File: src/hw/rtl/sm83alu_pkg.sv
// ----------------------------------------------------------------------------
// sm83alu_pkg
// Types and codes shared by the 8-bit console processor ALU and its top level.
// ----------------------------------------------------------------------------
package sm83alu_pkg;

    // Operation codes carried in req_type
    typedef enum logic [4:0] {
        ALU_ADD   = 5'd0,
        ALU_ADC   = 5'd1,
        ALU_SUB   = 5'd2,
        ALU_SBC   = 5'd3,
        ALU_AND   = 5'd4,
        ALU_XOR   = 5'd5,
        ALU_OR    = 5'd6,
        ALU_CP    = 5'd7,
        ALU_INC8  = 5'd8,
        ALU_DEC8  = 5'd9,
        ALU_RLC   = 5'd10,
        ALU_RRC   = 5'd11,
        ALU_RL    = 5'd12,
        ALU_RR    = 5'd13,
        ALU_SLA   = 5'd14,
        ALU_SRA   = 5'd15,
        ALU_SRL   = 5'd16,
        ALU_SWAP  = 5'd17,
        ALU_BIT   = 5'd18,
        ALU_SET   = 5'd19,
        ALU_RES   = 5'd20,
        ALU_CPL   = 5'd21,
        ALU_CCF   = 5'd22,
        ALU_SCF   = 5'd23,
        ALU_ADD16 = 5'd24,
        ALU_INC16 = 5'd25,
        ALU_DEC16 = 5'd26,
        ALU_ADDSP = 5'd27,
        ALU_RLCA  = 5'd28,
        ALU_RRCA  = 5'd29,
        ALU_RLA   = 5'd30,
        ALU_RRA   = 5'd31
    } t_alu_op;

    // Flag bit positions in flags_in / flags_out
    localparam int unsigned FLAG_Z = 3;
    localparam int unsigned FLAG_N = 2;
    localparam int unsigned FLAG_H = 1;
    localparam int unsigned FLAG_C = 0;

    // One operation request
    typedef struct packed {
        logic [4:0]  req_type;
        logic [15:0] operand_a;
        logic [15:0] operand_b;
        logic [3:0]  flags_in;
    } t_alu_req;

    // One operation result
    typedef struct packed {
        logic [15:0] result;
        logic [3:0]  flags_out;
    } t_alu_rsp;

endpackage

File: src/hw/rtl/sm83alu_calc.sv
// ----------------------------------------------------------------------------
// sm83alu_calc
// Single-pass datapath: computes the result value and new Z/N/H/C flags
// for one request.
// ----------------------------------------------------------------------------
module sm83alu_calc (
    input  sm83alu_pkg::t_alu_req i_req,
    output sm83alu_pkg::t_alu_rsp o_rsp
);

    function automatic logic f_zero(input logic [7:0] v);
        f_zero = (v == 8'd0);
    endfunction

    sm83alu_pkg::t_alu_op w_op;
    logic [15:0] w_a16;
    logic [15:0] w_b16;
    logic [7:0]  w_a;
    logic [7:0]  w_b;
    logic [3:0]  w_fin;
    logic        w_c;
    logic        w_add_cin;
    logic        w_sub_cin;
    logic [8:0]  w_add9;
    logic [4:0]  w_addh5;
    logic [8:0]  w_sub9;
    logic [4:0]  w_subh5;
    logic [8:0]  w_sp9;
    logic [4:0]  w_sph5;
    logic [16:0] w_add17;
    logic [12:0] w_add13;
    logic [15:0] w_sext_b;
    logic [7:0]  w_bitm;

    logic [7:0]  c_r8;
    logic [15:0] c_result;
    logic [3:0]  c_flags;

    // Split the request into operand bytes and flags
    assign w_op      = sm83alu_pkg::t_alu_op'(i_req.req_type);
    assign w_a16     = i_req.operand_a;
    assign w_b16     = i_req.operand_b;
    assign w_a       = w_a16[7:0];
    assign w_b       = w_b16[7:0];
    assign w_fin     = i_req.flags_in;
    assign w_c       = w_fin[sm83alu_pkg::FLAG_C];
    assign w_add_cin = (w_op == sm83alu_pkg::ALU_ADC) & w_c;
    assign w_sub_cin = (w_op == sm83alu_pkg::ALU_SBC) & w_c;

    // Shared adders; borrow shows up as the top bit of the differences
    assign w_add9   = {1'b0, w_a} + {1'b0, w_b} + {8'd0, w_add_cin};
    assign w_addh5  = {1'b0, w_a[3:0]} + {1'b0, w_b[3:0]} + {4'd0, w_add_cin};
    assign w_sub9   = {1'b0, w_a} - {1'b0, w_b} - {8'd0, w_sub_cin};
    assign w_subh5  = {1'b0, w_a[3:0]} - {1'b0, w_b[3:0]} - {4'd0, w_sub_cin};
    assign w_sp9    = {1'b0, w_a} + {1'b0, w_b};
    assign w_sph5   = {1'b0, w_a[3:0]} + {1'b0, w_b[3:0]};
    assign w_add17  = {1'b0, w_a16} + {1'b0, w_b16};
    assign w_add13  = {1'b0, w_a16[11:0]} + {1'b0, w_b16[11:0]};
    assign w_sext_b = {{8{w_b[7]}}, w_b};
    assign w_bitm   = 8'd1 << w_b16[2:0];

    // Select the result and flags for the operation
    always_comb begin
        c_r8     = 8'd0;
        c_result = 16'd0;
        c_flags  = w_fin;
        unique case (w_op)
            sm83alu_pkg::ALU_ADD, sm83alu_pkg::ALU_ADC: begin
                c_r8     = w_add9[7:0];
                c_result = {8'd0, c_r8};
                c_flags  = {f_zero(c_r8), 1'b0, w_addh5[4], w_add9[8]};
            end
            sm83alu_pkg::ALU_SUB, sm83alu_pkg::ALU_SBC, sm83alu_pkg::ALU_CP: begin
                c_r8     = w_sub9[7:0];
                c_result = (w_op == sm83alu_pkg::ALU_CP) ? w_a16 : {8'd0, c_r8};
                c_flags  = {f_zero(c_r8), 1'b1, w_subh5[4], w_sub9[8]};
            end
            sm83alu_pkg::ALU_AND: begin
                c_r8     = w_a & w_b;
                c_result = {8'd0, c_r8};
                c_flags  = {f_zero(c_r8), 1'b0, 1'b1, 1'b0};
            end
            sm83alu_pkg::ALU_XOR: begin
                c_r8     = w_a ^ w_b;
                c_result = {8'd0, c_r8};
                c_flags  = {f_zero(c_r8), 3'b000};
            end
            sm83alu_pkg::ALU_OR: begin
                c_r8     = w_a | w_b;
                c_result = {8'd0, c_r8};
                c_flags  = {f_zero(c_r8), 3'b000};
            end
            sm83alu_pkg::ALU_INC8: begin
                c_r8     = w_a + 8'd1;
                c_result = {8'd0, c_r8};
                c_flags  = {f_zero(c_r8), 1'b0, (w_a[3:0] == 4'hF), w_c};
            end
            sm83alu_pkg::ALU_DEC8: begin
                c_r8     = w_a - 8'd1;
                c_result = {8'd0, c_r8};
                c_flags  = {f_zero(c_r8), 1'b1, (w_a[3:0] == 4'h0), w_c};
            end
            sm83alu_pkg::ALU_RLC, sm83alu_pkg::ALU_RLCA: begin
                c_r8     = {w_a[6:0], w_a[7]};
                c_result = {8'd0, c_r8};
                c_flags  = {(w_op == sm83alu_pkg::ALU_RLC) & f_zero(c_r8), 2'b00, w_a[7]};
            end
            sm83alu_pkg::ALU_RRC, sm83alu_pkg::ALU_RRCA: begin
                c_r8     = {w_a[0], w_a[7:1]};
                c_result = {8'd0, c_r8};
                c_flags  = {(w_op == sm83alu_pkg::ALU_RRC) & f_zero(c_r8), 2'b00, w_a[0]};
            end
            sm83alu_pkg::ALU_RL, sm83alu_pkg::ALU_RLA: begin
                c_r8     = {w_a[6:0], w_c};
                c_result = {8'd0, c_r8};
                c_flags  = {(w_op == sm83alu_pkg::ALU_RL) & f_zero(c_r8), 2'b00, w_a[7]};
            end
            sm83alu_pkg::ALU_RR, sm83alu_pkg::ALU_RRA: begin
                c_r8     = {w_c, w_a[7:1]};
                c_result = {8'd0, c_r8};
                c_flags  = {(w_op == sm83alu_pkg::ALU_RR) & f_zero(c_r8), 2'b00, w_a[0]};
            end
            sm83alu_pkg::ALU_SLA: begin
                c_r8     = {w_a[6:0], 1'b0};
                c_result = {8'd0, c_r8};
                c_flags  = {f_zero(c_r8), 2'b00, w_a[7]};
            end
            sm83alu_pkg::ALU_SRA: begin
                c_r8     = {w_a[7], w_a[7:1]};
                c_result = {8'd0, c_r8};
                c_flags  = {f_zero(c_r8), 2'b00, w_a[0]};
            end
            sm83alu_pkg::ALU_SRL: begin
                c_r8     = {1'b0, w_a[7:1]};
                c_result = {8'd0, c_r8};
                c_flags  = {f_zero(c_r8), 2'b00, w_a[0]};
            end
            sm83alu_pkg::ALU_SWAP: begin
                c_r8     = {w_a[3:0], w_a[7:4]};
                c_result = {8'd0, c_r8};
                c_flags  = {f_zero(c_r8), 3'b000};
            end
            sm83alu_pkg::ALU_BIT: begin
                c_result = w_a16;
                c_flags  = {f_zero(w_a & w_bitm), 1'b0, 1'b1, w_c};
            end
            sm83alu_pkg::ALU_SET: begin
                c_r8     = w_a | w_bitm;
                c_result = {8'd0, c_r8};
            end
            sm83alu_pkg::ALU_RES: begin
                c_r8     = w_a & ~w_bitm;
                c_result = {8'd0, c_r8};
            end
            sm83alu_pkg::ALU_CPL: begin
                c_r8     = ~w_a;
                c_result = {8'd0, c_r8};
                c_flags  = {w_fin[sm83alu_pkg::FLAG_Z], 1'b1, 1'b1, w_c};
            end
            sm83alu_pkg::ALU_CCF: begin
                c_result = w_a16;
                c_flags  = {w_fin[sm83alu_pkg::FLAG_Z], 2'b00, ~w_c};
            end
            sm83alu_pkg::ALU_SCF: begin
                c_result = w_a16;
                c_flags  = {w_fin[sm83alu_pkg::FLAG_Z], 2'b00, 1'b1};
            end
            sm83alu_pkg::ALU_ADD16: begin
                c_result = w_add17[15:0];
                c_flags  = {w_fin[sm83alu_pkg::FLAG_Z], 1'b0, w_add13[12], w_add17[16]};
            end
            sm83alu_pkg::ALU_INC16: begin
                c_result = w_a16 + 16'd1;
            end
            sm83alu_pkg::ALU_DEC16: begin
                c_result = w_a16 - 16'd1;
            end
            sm83alu_pkg::ALU_ADDSP: begin
                c_result = w_a16 + w_sext_b;
                c_flags  = {2'b00, w_sph5[4], w_sp9[8]};
            end
        endcase
    end

    assign o_rsp.result    = c_result;
    assign o_rsp.flags_out = c_flags;

endmodule

File: src/hw/rtl/sm83_alu_with_flags_unit.sv
// ----------------------------------------------------------------------------
// sm83_alu_with_flags_unit
// 8-bit console processor ALU with Z/N/H/C flag generation, registered
// on both sides of a single combinational pass.
// ----------------------------------------------------------------------------
//  channel   | ports                      | transfer
//  ----------+----------------------------+----------------------------------
//  request   | start, busy, i_req         | edge with start high, busy low
//  result    | o_strobe, o_rsp            | edge ending the o_strobe cycle
//
//  One request is taken every cycle; busy is always low.
//  Each result passes through the input register, the datapath and then the
//  result register, in that order.
//  Reset (synchronous, active low) drops any request in flight.
//  The receiver cannot stall, so nothing here ever waits.
// ----------------------------------------------------------------------------
module sm83_alu_with_flags_unit (
    input  logic                  i_clk,
    input  logic                  i_rst_n,
    input  logic                  start,
    output logic                  busy,
    input  sm83alu_pkg::t_alu_req i_req,
    output logic                  o_strobe,
    output sm83alu_pkg::t_alu_rsp o_rsp
);

    logic                  r_in_vld;
    sm83alu_pkg::t_alu_req r_in;
    logic                  r_out_vld;
    sm83alu_pkg::t_alu_rsp r_out;
    sm83alu_pkg::t_alu_rsp w_rsp;

    // Never hold off a request
    assign busy = 1'b0;

    // Capture the request on each transfer
    always_ff @(posedge i_clk) begin
        if (!i_rst_n) begin
            r_in_vld <= 1'b0;
        end else begin
            r_in_vld <= start & ~busy;
        end
        r_in <= i_req;
    end

    sm83alu_calc u_calc (
        .i_req (r_in),
        .o_rsp (w_rsp)
    );

    // Register the result and its strobe
    always_ff @(posedge i_clk) begin
        if (!i_rst_n) begin
            r_out_vld <= 1'b0;
        end else begin
            r_out_vld <= r_in_vld;
        end
        r_out <= w_rsp;
    end

    assign o_strobe = r_out_vld;
    assign o_rsp    = r_out;

`ifndef NO_ASSERTIONS
    // Every transfer yields a result strobe
    a_strobe_follows: assert property (@(posedge i_clk) disable iff (!i_rst_n)
        (start && !busy) |=> ##1 o_strobe)
        else $error("request transfer produced no result strobe");

    // No strobe without a matching earlier request
    a_no_spurious: assert property (@(posedge i_clk) disable iff (!i_rst_n)
        !start |=> ##1 !o_strobe)
        else $error("result strobe without a request");

    // Compare passes operand_a through unchanged
    a_cp_passthru: assert property (@(posedge i_clk) disable iff (!i_rst_n)
        (start && i_req.req_type == sm83alu_pkg::ALU_CP) |=> ##1
        (o_rsp.result == $past(i_req.operand_a, 2)))
        else $error("compare did not pass operand_a through");

    // Sixteen-bit increment keeps all flags
    a_inc16_flags: assert property (@(posedge i_clk) disable iff (!i_rst_n)
        (start && i_req.req_type == sm83alu_pkg::ALU_INC16) |=> ##1
        (o_rsp.flags_out == $past(i_req.flags_in, 2)))
        else $error("16-bit increment changed flags");

    // Logic operations always clear the carry flag
    a_logic_noc: assert property (@(posedge i_clk) disable iff (!i_rst_n)
        (start && (i_req.req_type == sm83alu_pkg::ALU_AND ||
                   i_req.req_type == sm83alu_pkg::ALU_XOR ||
                   i_req.req_type == sm83alu_pkg::ALU_OR)) |=> ##1
        !o_rsp.flags_out[sm83alu_pkg::FLAG_C])
        else $error("logic operation set carry");
`endif

endmodule

File: config.mk
export PLATFORM = sky130hd
export DESIGN_NAME = sm83_alu_with_flags_unit
export DESIGN_NICKNAME = d
export VERILOG_FILES = /design/src/hw/rtl/sm83alu_pkg.sv /design/src/hw/rtl/sm83alu_calc.sv /design/src/hw/rtl/sm83_alu_with_flags_unit.sv
export SDC_FILE = /design/constraint.sdc
export NUM_CORES = 1
export LEC_CHECK = 0
export BUFFER_PORTS_ARGS = -buffer_cell sky130_fd_sc_hd__buf_2
export CAP_MARGIN = 10
export CORE_ASPECT_RATIO = 0.6
export CORE_UTILIZATION = 30
export CTS_BUF_LIST = sky130_fd_sc_hd__clkbuf_16
export DETAILED_ROUTE_END_ITERATION = 8
export REMOVE_ABC_BUFFERS = 1
export SLEW_MARGIN = 0
export SYNTH_ARGS = -nofsm -noshare
export SYNTH_HDL_FRONTEND = slang
export SYNTH_SLANG_ARGS = --single-unit
File: constraint.sdc
create_clock -name i_clk -period 6.06 [get_ports i_clk]
set_input_delay 1.818 -clock i_clk [delete_from_list [all_inputs] [get_ports i_clk]]
set_output_delay 1.818 -clock i_clk [all_outputs]
set_load 0.02 [all_outputs]
# After elaboration in Yosys (flattened, before gate mapping)
# Index checks and enable logic that the tools add are counted.
# word_totals
word_cells,99
reg_bits,63
# classes
n_shift,1
muxes,3
n_bitwise,15
n_addsub,15
eq_ne,32
reduce_logical,25
# op_table
cell,count
one-hot mux 16 bit (23 select lines),1
zero test 8 bit,14
one-hot mux 4 bit (21 select lines),1
== test 5 bit (second input constant),16
== test 5 x 4 -> 1 bit (second input constant),8
AND 8 bit,3
== test 5 x 3 -> 1 bit (second input constant),4
adder 16 x 16 -> 17 bit,1
adder 16 x 1 -> 16 bit (second input constant),1
adder 16 bit,1
two-way mux 16 bit,1
NOT 8 bit,2
bitwise OR 8 bit,2
subtractor 16 x 1 -> 16 bit (second input constant),1
zero test 7 bit,2
adder 12 x 12 -> 13 bit,1
== test 5 x 2 -> 1 bit (second input constant),2
OR reduction 2 bit,5
adder 8 x 8 -> 9 bit,1
adder 9 x 1 -> 9 bit,1
subtractor 8 x 8 -> 9 bit,1
subtractor 9 x 1 -> 9 bit,1
adder 8 x 1 -> 8 bit (second input constant),1
<< shifter 1 x 3 -> 8 bit (first input constant),1
13 further kinds,19

# Logic depth before layout (Yosys ltp)
# Gate-level depths: netlist of the first run.
# logic_depth
word_depth,5
depth_mapped,15
depth_no_buf,13

# By module
# From an unflattened synthesis of the first run, not the netlist that was laid out.
# hier_totals
cells_unflattened,737
area_unflattened_um2,5649.2
# modules_own_cells
module,cells_per_inst,area_each_um2,n_inst
sm83alu_calc,670,4364.2,1
sm83_alu_with_flags_unit,67,1285.0,1

# Worst setup path before layout of the first run
# No wires, ideal clock.
# synth_path
kind,flip-flop to flip-flop
from,register r_in[36] (netlist bit)
to,"register r_out, in the netlist o_rsp[3]"
t_arrival_ps,3436
stages_incl_launch_ff,16
setup_slack_ps,2550
synth_period_minus_slack_ps,3510
setup_time_ps,74
path_cell_list,dfxtp_1 -> clkbuf_1 -> buf_2 -> buf_1 -> nand4_1 -> fa_1 -> inv_1 -> ha_1 -> o21ai_2 -> nand2_1 -> a21o_1 -> a21oi_2 -> xnor2_1 -> or4_1 -> or3_1 -> a31oi_1
# synth_via
elab_chain_len,5
# synth_lines
item,line_no,text
from (decl),sm83_alu_with_flags_unit.sv:28,sm83alu_pkg::t_alu_req r_in;
from (signal assigned),sm83_alu_with_flags_unit.sv:43,r_in <= i_req;
== test 5 x 2 -> 1 bit / == test 5 x 1 -> 1 bit (equally long branches),"sm83alu_calc.sv:48, sm83alu_calc.sv:67, sm83alu_calc.sv:47",
AND 1 bit (on tied branches),"sm83alu_calc.sv:48, sm83alu_calc.sv:47",
subtractor 9 x 1 -> 9 bit / adder 9 x 1 -> 9 bit (equally long branches),"sm83alu_calc.sv:53, sm83alu_calc.sv:51",
zero test 8 bit,sm83alu_calc.sv:12,f_zero = (v == 8'd0);
one-hot mux 4 bit (21 select lines) *,sm83alu_calc.sv:67,unique case (w_op)
via u_calc.c_flags[3],sm83alu_calc.sv:37,logic [3:0] c_flags;
to (signal assigned),sm83_alu_with_flags_unit.sv:58,r_out <= w_rsp;
to (decl),sm83_alu_with_flags_unit.sv:30,sm83alu_pkg::t_alu_rsp r_out;
# The timed path passes the listed nets; every way through them passes the cells marked *.
# A chain may end at the register's enable or synchronous reset.

# Worst setup path in the final report of the first run
# layout_path
from,register r_in[40] (netlist bit)
to,"register r_out, in the netlist o_rsp[19]"
# layout_via
elab_chain_len,3
# layout_lines
item,line_no,text
"== test 5 bit, or another cell as far along",sm83alu_calc.sv:67,
"OR reduction 3 bit (no line), or another cell as far along",-,
one-hot mux 16 bit (23 select lines) *,sm83alu_calc.sv:67,
via u_calc.c_result[15],sm83alu_calc.sv:36,logic [15:0] c_result;
# Marks and branches as above.

==> qor.csv, run 1 <==
metric,value,unit
cts_resized,0,
crit_fanout,33,
tns,0,ns
synth-seq-cells,63,
max_stage_delay,1.01,ns
synth_ff_type,dfxtp_1,
grt_use_total,23.2,%
worstMarginPinSlew,1.25,ns
worstPathArrival,4.52,ns
placementRows,38,
path_class,register to register,
cts_hold_buf,0,
path_clk_slew,0.06,ns
crit_path_end_kind,register,
min_from,r_in_vld,
reg2reg_to,o_rsp[19],
initial_core_util,31.0,%
post_drt_wl_per_cell,21.7,um
required,6.29,ns
hold_viol_final,0,
firstDrtPassIters,8,
clk_path_buf_depth,2,
ant_nets,0,
root_buffer,clkbuf_16,
cp_num_cells,12,
ios,66,
min_period,4.29,ns
die_h,108,um
rr_worst_depth,12,
cts_tree,done,
drv_slew,0,
clkSinkCount,63,
worst_slack,1.77,ns
r2r-start,r_in[40],
crit_buf_inv,1,
cp_slowest_cell,dfxtp_1,
grt_pass1_wl,33600,um
numCtsBuffers,9,
slew_headroom,15.9,%
synth.cell_area,5670,um^2
grt_pass1_vias,5431,
nets,886,
drive_gt1_share,13.9,%
drt_wl_total,22200,um
worst_hold_path_type,register to register,
worst_path_dominant_cell_family,compound AO/OA/AOI/OAI gates,
drv_cap,0,
worstSetupStartpoint,r_in[40],
p_leak,2.74,nW
synth_edf_count,0,
die_x,179,um
drc,4,
viasPerCell,6.06,
synthCells,728,
vias,6196,
cts-htree-levels,3,
ir_drop,143,uV
hpwl,16900,um
p_per_area,229,nW/um^2
finalCritPeriodShare,70.8,%
setup_viol,0,
rsz0062_at_grt,no,
grt_max_degree,34,
seq_area_frac_synth,22.3,%
syn_avg_cell_area,7.79,um^2
status,"finished, violations left",
drt-initial-drc-count,1023,
n_antenna_cell,0,
grt-ovfl-total,0,
core_area,18300,um^2
path_cells,"and3b_1, nand2_4, a21o_1, inv_1, ha_1, a21o_1, a21o_1, a21o_1, or4_1, o311a_1, a311oi_1, o22ai_1",
rrSetupSlack,1.77,ns
crit_path_end,o_rsp[19],
preCtsSetupSlack,1.93,ns
critPathLaunchType,register,
fmax,233,MHz
finalClockSkew,0.00691,ns
synth_warnings,0,
portBuffers,64,
ys_types,73,
worst_path_most_repeated_cell,a21o_1,
violations,design-rule violations,
async_flop_share,0,%
post_cts_buffers,0,
die-area,19500,um^2
synthToLayoutAreaGrowth,15.5,%
antenna_found_initial,0,
gp_congestion,1.03,
clk_latency,0.36,ns
[kinds of logic (layout without fill, tap and decap cells)]
family,after synthesis,in the layout,synth area share [%]
flops,63,63,22.3
fa+ha+maj,64,64,14.7
compound gates,233,233,27.9
xor+xnor,42,42,6.49
mux,5,5,1.32
simple gates,249,249,22.1
other cells,1,1,0.0662
buf+inv,71,126,5.19
[metrics by stage]
stage	instances	instance area [um^2]	hold WS [ns]	power, mW	utilization [%]
finish	1023	6550	0.432	1.50	35.8
global route	1023	6550	0.455	1.56	35.8
CTS	1023	6550	0.437	1.49	35.8
detailed placement	1007	6220	0.427	0.912	34.1
global placement	1007	6220	0.417	0.916	34.1
floorplan	688	5490	0.412	0.759	-
[cell usage in the layout (no fill, tap or decap), types with 11 or more instances in the layout]
cell type  instances
buf_2             64
xnor2_1           30
inv_1             30
nand3_1           22
dfxtp_1           63
nor2_1            52
a211oi_1          11
nor2b_1           11
a31oi_1           11
a21o_1            16
nand4_1           11
a22oi_1           11
xor2_1            12
o221ai_1          11
a21oi_1           41
ha_1              60
buf_4             15
nand2_1           61
nor3_1            34
o21ai_0           50
[state kept, by name (all words and copies together) (netlist names)]
| register | count |
|---|---|
| r_in | 41 |
| o_rsp | 20 |
| o_strobe | 1 |
| r_in_vld | 1 |
[report_power, final]
| part | switching (mW) | internal [mW] | total, mW |
|---|---|---|---|
| registers | 0.0247 | 0.447 | 0.471 |
| clock network | 0.212 | 0.360 | 0.572 |
| logic | 0.294 | 0.162 | 0.456 |
[metal layers]
| metal | wire length (um) | global-route usage, % | part of all wire [%] | vias to the layer above |
|---|---|---|---|---|
| li1 | - | - | - | 2814 |
| met1 | 10900 | 35.0 | 49 | 2912 |
| met2 | 7390 | 27.4 | 33 | 429 |
| met3 | 3540 | 11.8 | 16 | 41 |
| met4 | 345 | 5.42 | 1.6 | 0 |
| met5 | 0 | 0 | 0 | - |
[worst reg2reg max path, cell delays in order, from the launching register on]
cell and delay, ns:
dfxtp_1 1.01, and3b_1 0.51, nand2_4 0.13, a21o_1 0.24, inv_1 0.26, ha_1 0.35, a21o_1 0.21, a21o_1 0.19
a21o_1 0.21, or4_1 0.47, o311a_1 0.15, a311oi_1 0.30, o22ai_1 0.11
[area by class of cell]
class | instances | area, um^2
Multi-Input combinational cell | 594 | 4110
Clock buffer | 9 | 225
Fill cell | 1945 | 11700
Timing Repair Buffer | 79 | 433
Tap cell | 240 | 300
Sequential cell | 63 | 1260
Inverter | 31 | 116
Clock inverter | 7 | 96.3
[Yosys cell counts, types with 5 or more instances]
master / instances / area, um^2
xnor2_1: 30 / 263
o2111ai_1: 7 / 61.3
and3_1: 7 / 43.8
o22ai_1: 7 / 43.8
nor2b_1: 11 / 68.8
ha_1: 60 / 751
a31oi_1: 11 / 68.8
a32oi_1: 5 / 43.8
inv_1: 30 / 113
a221oi_1: 10 / 87.6
xor2_1: 12 / 105
nand2_1: 61 / 229
a211oi_1: 11 / 82.6
dfxtp_1: 63 / 1260
nand2b_1: 7 / 43.8
o31ai_1: 8 / 60.1
buf_2: 7 / 35.0
o21ai_0: 50 / 250
o211ai_1: 7 / 52.6
a21o_1: 16 / 120
nand3_1: 22 / 110
a21oi_1: 41 / 205
o221ai_1: 11 / 96.3
and2_1: 7 / 43.8
nor2_1: 52 / 195
or3_1: 5 / 31.3
nand4_1: 11 / 68.8
a22oi_1: 11 / 82.6
clkbuf_1: 26 / 97.6
nor3_1: 34 / 170
o21a_1: 6 / 45.0
[how the worst min path moves through the flow]
stage,depth (start not counted),endpoint
after floorplan,1,o_strobe
after global placement,1,o_strobe
after detailed placement,1,o_strobe
after CTS,1,o_strobe
after global routing,1,o_strobe
final,1,o_strobe
No activity file was read; power rests on OpenSTA's default activity.
==> run 2, diff against run 1 <==
clock period = 4 ns   (was 6.06 ns; I/O delays follow)
==> run 2 against run 1 <==
  * The flow still finishes with violations (design-rule violations)
  * First-iteration DRC count fell by 3.8%
  * Wire length grew 1.7%
  * Non-clock buffer count is 25 higher
  * Via count increased by 0.48%
  * Core utilization rose by 0.77 points
  * Clock power grew 31%
  * Critical path depth decreased by 1
  * Flip-flop and latch count stayed put
  * Maximum frequency up 24%
  * Worst setup slack got worse by 1.2 ns
  * Power increased by 45%
  * Hold slack got worse by 0.0034 ns
  * Largest power group unchanged
  * Highest routed layer unchanged
==> qor.csv, run 2 (synthesized netlist as in run 1, its figures left out) <==
metric,value,unit,change
status,"finished, violations left",,unchanged
violations,design-rule violations,,unchanged
multi_input_area,4110,um^2,unchanged
drc,4,,unchanged
n_antenna_cell,0,,unchanged
p_leak,2.84,nW,was 2.74 nW
ant_nets,0,,unchanged
max_stage_delay,0.47,ns,was 1.01 ns
vias,6226,,"was 6,196"
swShare,37.3,%,was 35.4%
cts-htree-levels,3,,unchanged
reg2reg_to,o_rsp[6],,was o_rsp[19]
numCtsBuffers,9,,unchanged
gp_congestion,1.04,,was 1.03
antenna_found_initial,0,,unchanged
clkSinkCount,63,,unchanged
placed_cells,1032,,"was 1,007"
crit_buf_inv,1,,unchanged
crit_fanout,11,,was 33
post_drt_wl_per_cell,21.5,um,was 21.7 um
path_cells,"nor3_1, nand4_1, fa_1, fa_1, xor2_1, nand2_1, o311ai_0, o21ai_0, a2111oi_0, buf_4, a21oi_1",,"was and3b_1, nand2_4, a21o_1, inv_1, ha_1, a21o_1, a21o_1, a21o_1, or4_1, o311a_1, a311oi_1, o22ai_1"
critPathLaunchType,register,,unchanged
initial_core_util,31.0,%,unchanged
r2r-start,r_in[40],,unchanged
die-area,19500,um^2,unchanged
drive_gt1_share,16.7,%,was 13.9%
drv_slew,0,,unchanged
viasPerCell,5.94,,was 6.06
rsz0062_at_grt,no,,unchanged
hpwl,17600,um,"was 16,900 um"
min_period,3.46,ns,was 4.29 ns
largest_reg_flops,41,,unchanged
die_x,179,um,unchanged
top_layer,met4,,unchanged
nFillCells,1960,,"was 1,945"
setup_viol,0,,unchanged
final_common_cell,buf_2,,unchanged
firstDrtPassIters,7,,was 8
hold_viol_final,0,,unchanged
fmax,289,MHz,was 233 MHz
drv_cap,0,,unchanged
worst_path_most_repeated_cell,fa_1,,was a21o_1
power.switching,809,uW,was 530 uW
min_path_cells,1,,unchanged
layout_common_cells,"buf_2 (64), dfxtp_1 (63), nand2_1 (61)",,unchanged
grt-ovfl-total,0,,unchanged
required,4.21,ns,was 6.29 ns
portBuffers,64,,unchanged
synthToLayoutAreaGrowth,18.0,%,was 15.5%
grt_use_total,23.4,%,was 23.2%
tns,0,ns,unchanged
ios,66,,unchanged
clk_path_buf_depth,2,,unchanged
hold_end,o_strobe,,unchanged
cts_hold_buf,0,,unchanged
crit_path_end_kind,register,,unchanged
wl_met2,7560,um,was 7390 um
pwr-share-clk,34.6,%,was 38.2%
clk_latency,0.36,ns,about the same
core_area,18300,um^2,unchanged
drt_wl_total,22600,um,"was 22,200 um"
finalCritPeriodShare,86.4,%,was 70.8%
path_clk_slew,0.06,ns,about the same
grt_max_degree,26,,was 34
stdcell_count,1048,,"was 1,023"
min_from,r_in_vld,,unchanged
top_register,r_in,,unchanged
drt-initial-drc-count,984,,"was 1,023"
rrSetupSlack,0.54,ns,was 1.77 ns
p_per_area,325,nW/um^2,was 229 nW/um^2
grt_pass1_vias,5561,,"was 5,431"
die_h,108,um,unchanged
worst_hold_path_type,register to register,,unchanged
ir_drop,221,uV,was 143 uV
cts_tree,done,,unchanged
power.share.sequential,32.8,%,was 31.5%
worstMarginPinSlew,1.21,ns,was 1.25 ns
regArea,1260,um^2,unchanged
p_int,1.36,mW,was 969 uW
worst_path_dominant_cell_family,compound AO/OA/AOI/OAI gates,,unchanged
wl_met3,4140,um,was 3540 um
pwr-share-comb,32.7,%,was 30.4%
placementRows,38,,unchanged
post_cts_buffers,0,,unchanged
met1_length,10600,um,"was 10,900 um"
worstPathArrival,3.66,ns,was 4.52 ns
slew_headroom,18.7,%,was 15.9%
nets,911,,was 886
cts_resized,0,,unchanged
grt_pass1_wl,33500,um,"was 33,600 um"
rr_worst_depth,11,,was 12
path_class,register to register,,unchanged
root_buffer,clkbuf_16,,unchanged
finalClockSkew,0.0131,ns,was 0.00691 ns
cp_slowest_cell,fa_1,,was dfxtp_1
-- run 2: changes by cell type in the layout (fill, tap and decap cells not counted), sizes merged --
cell	change
buf	+25
clkinvlp	+1
inv	-1
clkinv	+2
bufinv	-2
-- run 2: metrics by stage --
stage / hold slack [ns] / util, % / area (um^2) / power, mW / setup slack (ns)
after floorplan: 0.412 / - / 5490 / 1.15 / 0.379
after global placement: 0.418 / 35.1 / 6410 / 1.40 / 0.673
after detailed placement: 0.419 / 35.1 / 6410 / 1.40 / 0.662
after CTS: 0.433 / 36.6 / 6690 / 2.16 / 0.625
after global routing: 0.456 / 36.6 / 6690 / 2.28 / 0.223
final: 0.428 / 36.6 / 6690 / 2.17 / 0.542
-- run 2: worst max-delay path by stage --
stage	from	slack, ns	depth (start not counted)	endpoint
after detailed placement	r_in[40]	0.66	14	o_rsp[18]
final	r_in[40]	0.54	11	o_rsp[6]
after global placement	r_in[40]	0.67	14	o_rsp[16]
after global routing	r_in[40]	0.22	14	o_rsp[18]
after CTS	r_in[40]	0.62	14	o_rsp[18]
after floorplan	r_in[40]	0.38	12	o_rsp[19]
-- run 2: power groups by stage --
| stage | Combinational, mW | Sequential, mW | Clock [mW] |
|---|---|---|---|
| after floorplan | 0.381 | 0.770 | 0 |
| after global placement | 0.680 | 0.723 | 0 |
| after detailed placement | 0.674 | 0.722 | 0 |
| after CTS | 0.678 | 0.710 | 0.773 |
| after global routing | 0.755 | 0.715 | 0.807 |
| final | 0.709 | 0.711 | 0.750 |
-- run 2: final cells by class --
cell class,instances,area share (%)
flip-flops and latches,63,18.9
clock buffers,9,3.37
repair buffers,104,9.28
inverters,31,1.74
well taps,240,4.49
multi-input cells,594,61.5
clock inverters,7,0.749
-- run 2: routing by layer --
layer,track usage [%],up-vias
met5,0,-
met4,5.11,0
met3,13.9,32
met2,27.1,478
met1,34.4,2843
li1,-,2873
==> run 3, diff against run 2 <==
PLACE_DENSITY = 0.47   (was default)
clock period = 3.71 ns   (was 4 ns; I/O delays follow)
==> run 3 against run 2 <==
  * The flow still finishes with violations (design-rule violations)
  * Flip-flop and latch count is the same
  * Via count up 0.82%
  * Clock-buffer cell count unchanged
  * Sequential power grew 7.6%
  * Register-to-register slack lost 0.33 ns
  * Combinational power up 14%
  * Die area unchanged
  * Sequential share of layout area down 0.47 points
  * Core utilization increased by 0.95 points
  * Critical path type unchanged
  * Highest routed layer unchanged
==> qor.csv, run 3 (synthesized netlist as in run 1, its figures left out) <==
metric,value,unit,change
p_leak,2.93,nW,was 2.84 nW
nets,926,,was 911
clkSinkCount,63,,unchanged
cts_hold_buf,0,,unchanged
gr-usage-met3,12.5,%,was 13.9%
grt_pass1_vias,5838,,"was 5,561"
synthToLayoutAreaGrowth,21.0,%,was 18.0%
n_antenna_cell,0,,unchanged
drive_gt1_share,18.3,%,was 16.7%
finalPower,2.50,mW,was 2.17 mW
viasPerCell,5.90,,was 5.94
path_clk_slew,0.06,ns,about the same
layout_common_cells,"buf_2 (64), dfxtp_1 (63), nand2_1 (61)",,unchanged
clk_path_buf_depth,2,,unchanged
initial_core_util,31.0,%,unchanged
placementRows,38,,unchanged
grt-ovfl-total,0,,unchanged
slew_headroom,42.0,%,was 18.7%
grt_max_degree,28,,was 26
drt-initial-drc-count,778,,was 984
crit_fanout,10,,was 11
crit_path_end_kind,register,,unchanged
required,3.94,ns,was 4.21 ns
p_per_area,365,nW/um^2,was 325 nW/um^2
cts-htree-levels,3,,unchanged
hpwl,19100,um,"was 17,600 um"
gp_congestion,1.00,,was 1.04
rsz0062_at_grt,no,,unchanged
met2_usage,30.8,%,was 27.1%
finalClockSkew,0.00960,ns,was 0.0131 ns
grtUsageMet1,36.9,%,was 34.4%
cts_tree,done,,unchanged
worstMarginPinSlew,0.867,ns,was 1.21 ns
nFillCells,1946,,"was 1,960"
status,"finished, violations left",,unchanged
post_drt_wl_per_cell,22.5,um,was 21.5 um
setup_viol,0,,unchanged
multi_input_area,4110,um^2,unchanged
drt_wl_total,24000,um,"was 22,600 um"
ir_drop,211,uV,was 221 uV
die_h,108,um,unchanged
die_x,179,um,unchanged
regArea,1260,um^2,unchanged
die-area,19500,um^2,unchanged
antenna_found_initial,0,,unchanged
firstDrtPassIters,9,,was 7
min_period,3.49,ns,was 3.46 ns
critPathLaunchType,register,,unchanged
fin_util,37.6,%,was 36.6%
largest_reg_flops,41,,unchanged
finalCritPeriodShare,94.2,%,was 86.4%
worst_hold_path_type,register to register,,unchanged
drv_slew,0,,unchanged
fmax,286,MHz,was 289 MHz
clk_latency,0.35,ns,was 0.36 ns
worstPathArrival,3.72,ns,was 3.66 ns
ios,66,,unchanged
drc,8,,was 4
root_buffer,clkbuf_16,,unchanged
hold_viol_final,0,,unchanged
grt_use_total,25.0,%,was 23.4%
core_area,18300,um^2,unchanged
post_cts_buffers,0,,unchanged
cts_resized,0,,unchanged
tns,0,ns,unchanged
ant_nets,0,,unchanged
vias,6277,,"was 6,226"
rrSetupSlack,0.22,ns,was 0.54 ns
drv_cap,0,,unchanged
path_class,register to register,,unchanged
busiest_layer,met1,,unchanged
final_common_cell,buf_2,,unchanged
portBuffers,64,,unchanged
grt_pass1_wl,35900,um,"was 33,500 um"
numCtsBuffers,9,,unchanged
top_register,r_in,,unchanged
violations,design-rule violations,,unchanged
==> run 3: changes by cell type in the layout (fill, tap and decap cells not counted), sizes merged <==
cell      delta
buf         +15
bufinv       +2
clkinv       -1
clkinvlp     -1
==> run 3: metrics by stage <==
step	hold WS, ns	area [um^2]	std cells	worst slack (ns)
2_1_floorplan	0.412	5490	688	0.0892
3_3_place_gp	0.415	6540	1047	0.270
3_5_place_dp	0.435	6540	1047	0.147
4_1_cts	0.448	6860	1063	0.119
5_1_grt	0.468	6860	1063	0.000157
6_report	0.441	6860	1063	0.216
==> run 3: critical path: stages (launching register included) <==
cell and delay [ns]:
dfxtp_1 0.51, and3b_1 0.32, nand2_4 0.12, a21o_1 0.25, inv_2 0.17, ha_1 0.32
a21o_1 0.23, a21o_1 0.19, a21o_1 0.22, or4_1 0.47, o311a_1 0.15, a311oi_1 0.29
o22ai_1 0.11
==> run 3: report_power, final <==
| part | leakage (nW) | total (mW) | internal [mW] | switching [mW] |
|---|---|---|---|---|
| logic | 2.25 | 0.809 | 0.314 | 0.495 |
| registers | 0.529 | 0.765 | 0.730 | 0.0355 |
| clock network | 0.152 | 0.930 | 0.588 | 0.341 |
==> run 3: worst paths after layout <==
check	end	cells past startpoint	startpoint
worst max-delay path	o_rsp[19]	12	r_in[39]
worst min-delay path	o_strobe	1	r_in_vld
worst max register to register	o_rsp[19]	12	r_in[39]
worst min register to register	o_strobe	1	r_in_vld
==> run 3: per-layer routing <==
metal | wire length [um] | vias up
li1 | - | 2902
met1 | 11900 | 2999
met2 | 8310 | 349
met3 | 3470 | 27
met4 | 310 | 0
met5 | 0 | -
==> run 3: cell type report <==
class / count / area share, %
clock buffers: 9 / 3.28
clock inverters: 7 / 1.42
multi-input cells: 594 / 60.0
inverters: 31 / 1.70
well taps: 240 / 4.38
repair buffers: 119 / 10.9
flip-flops and latches: 63 / 18.4
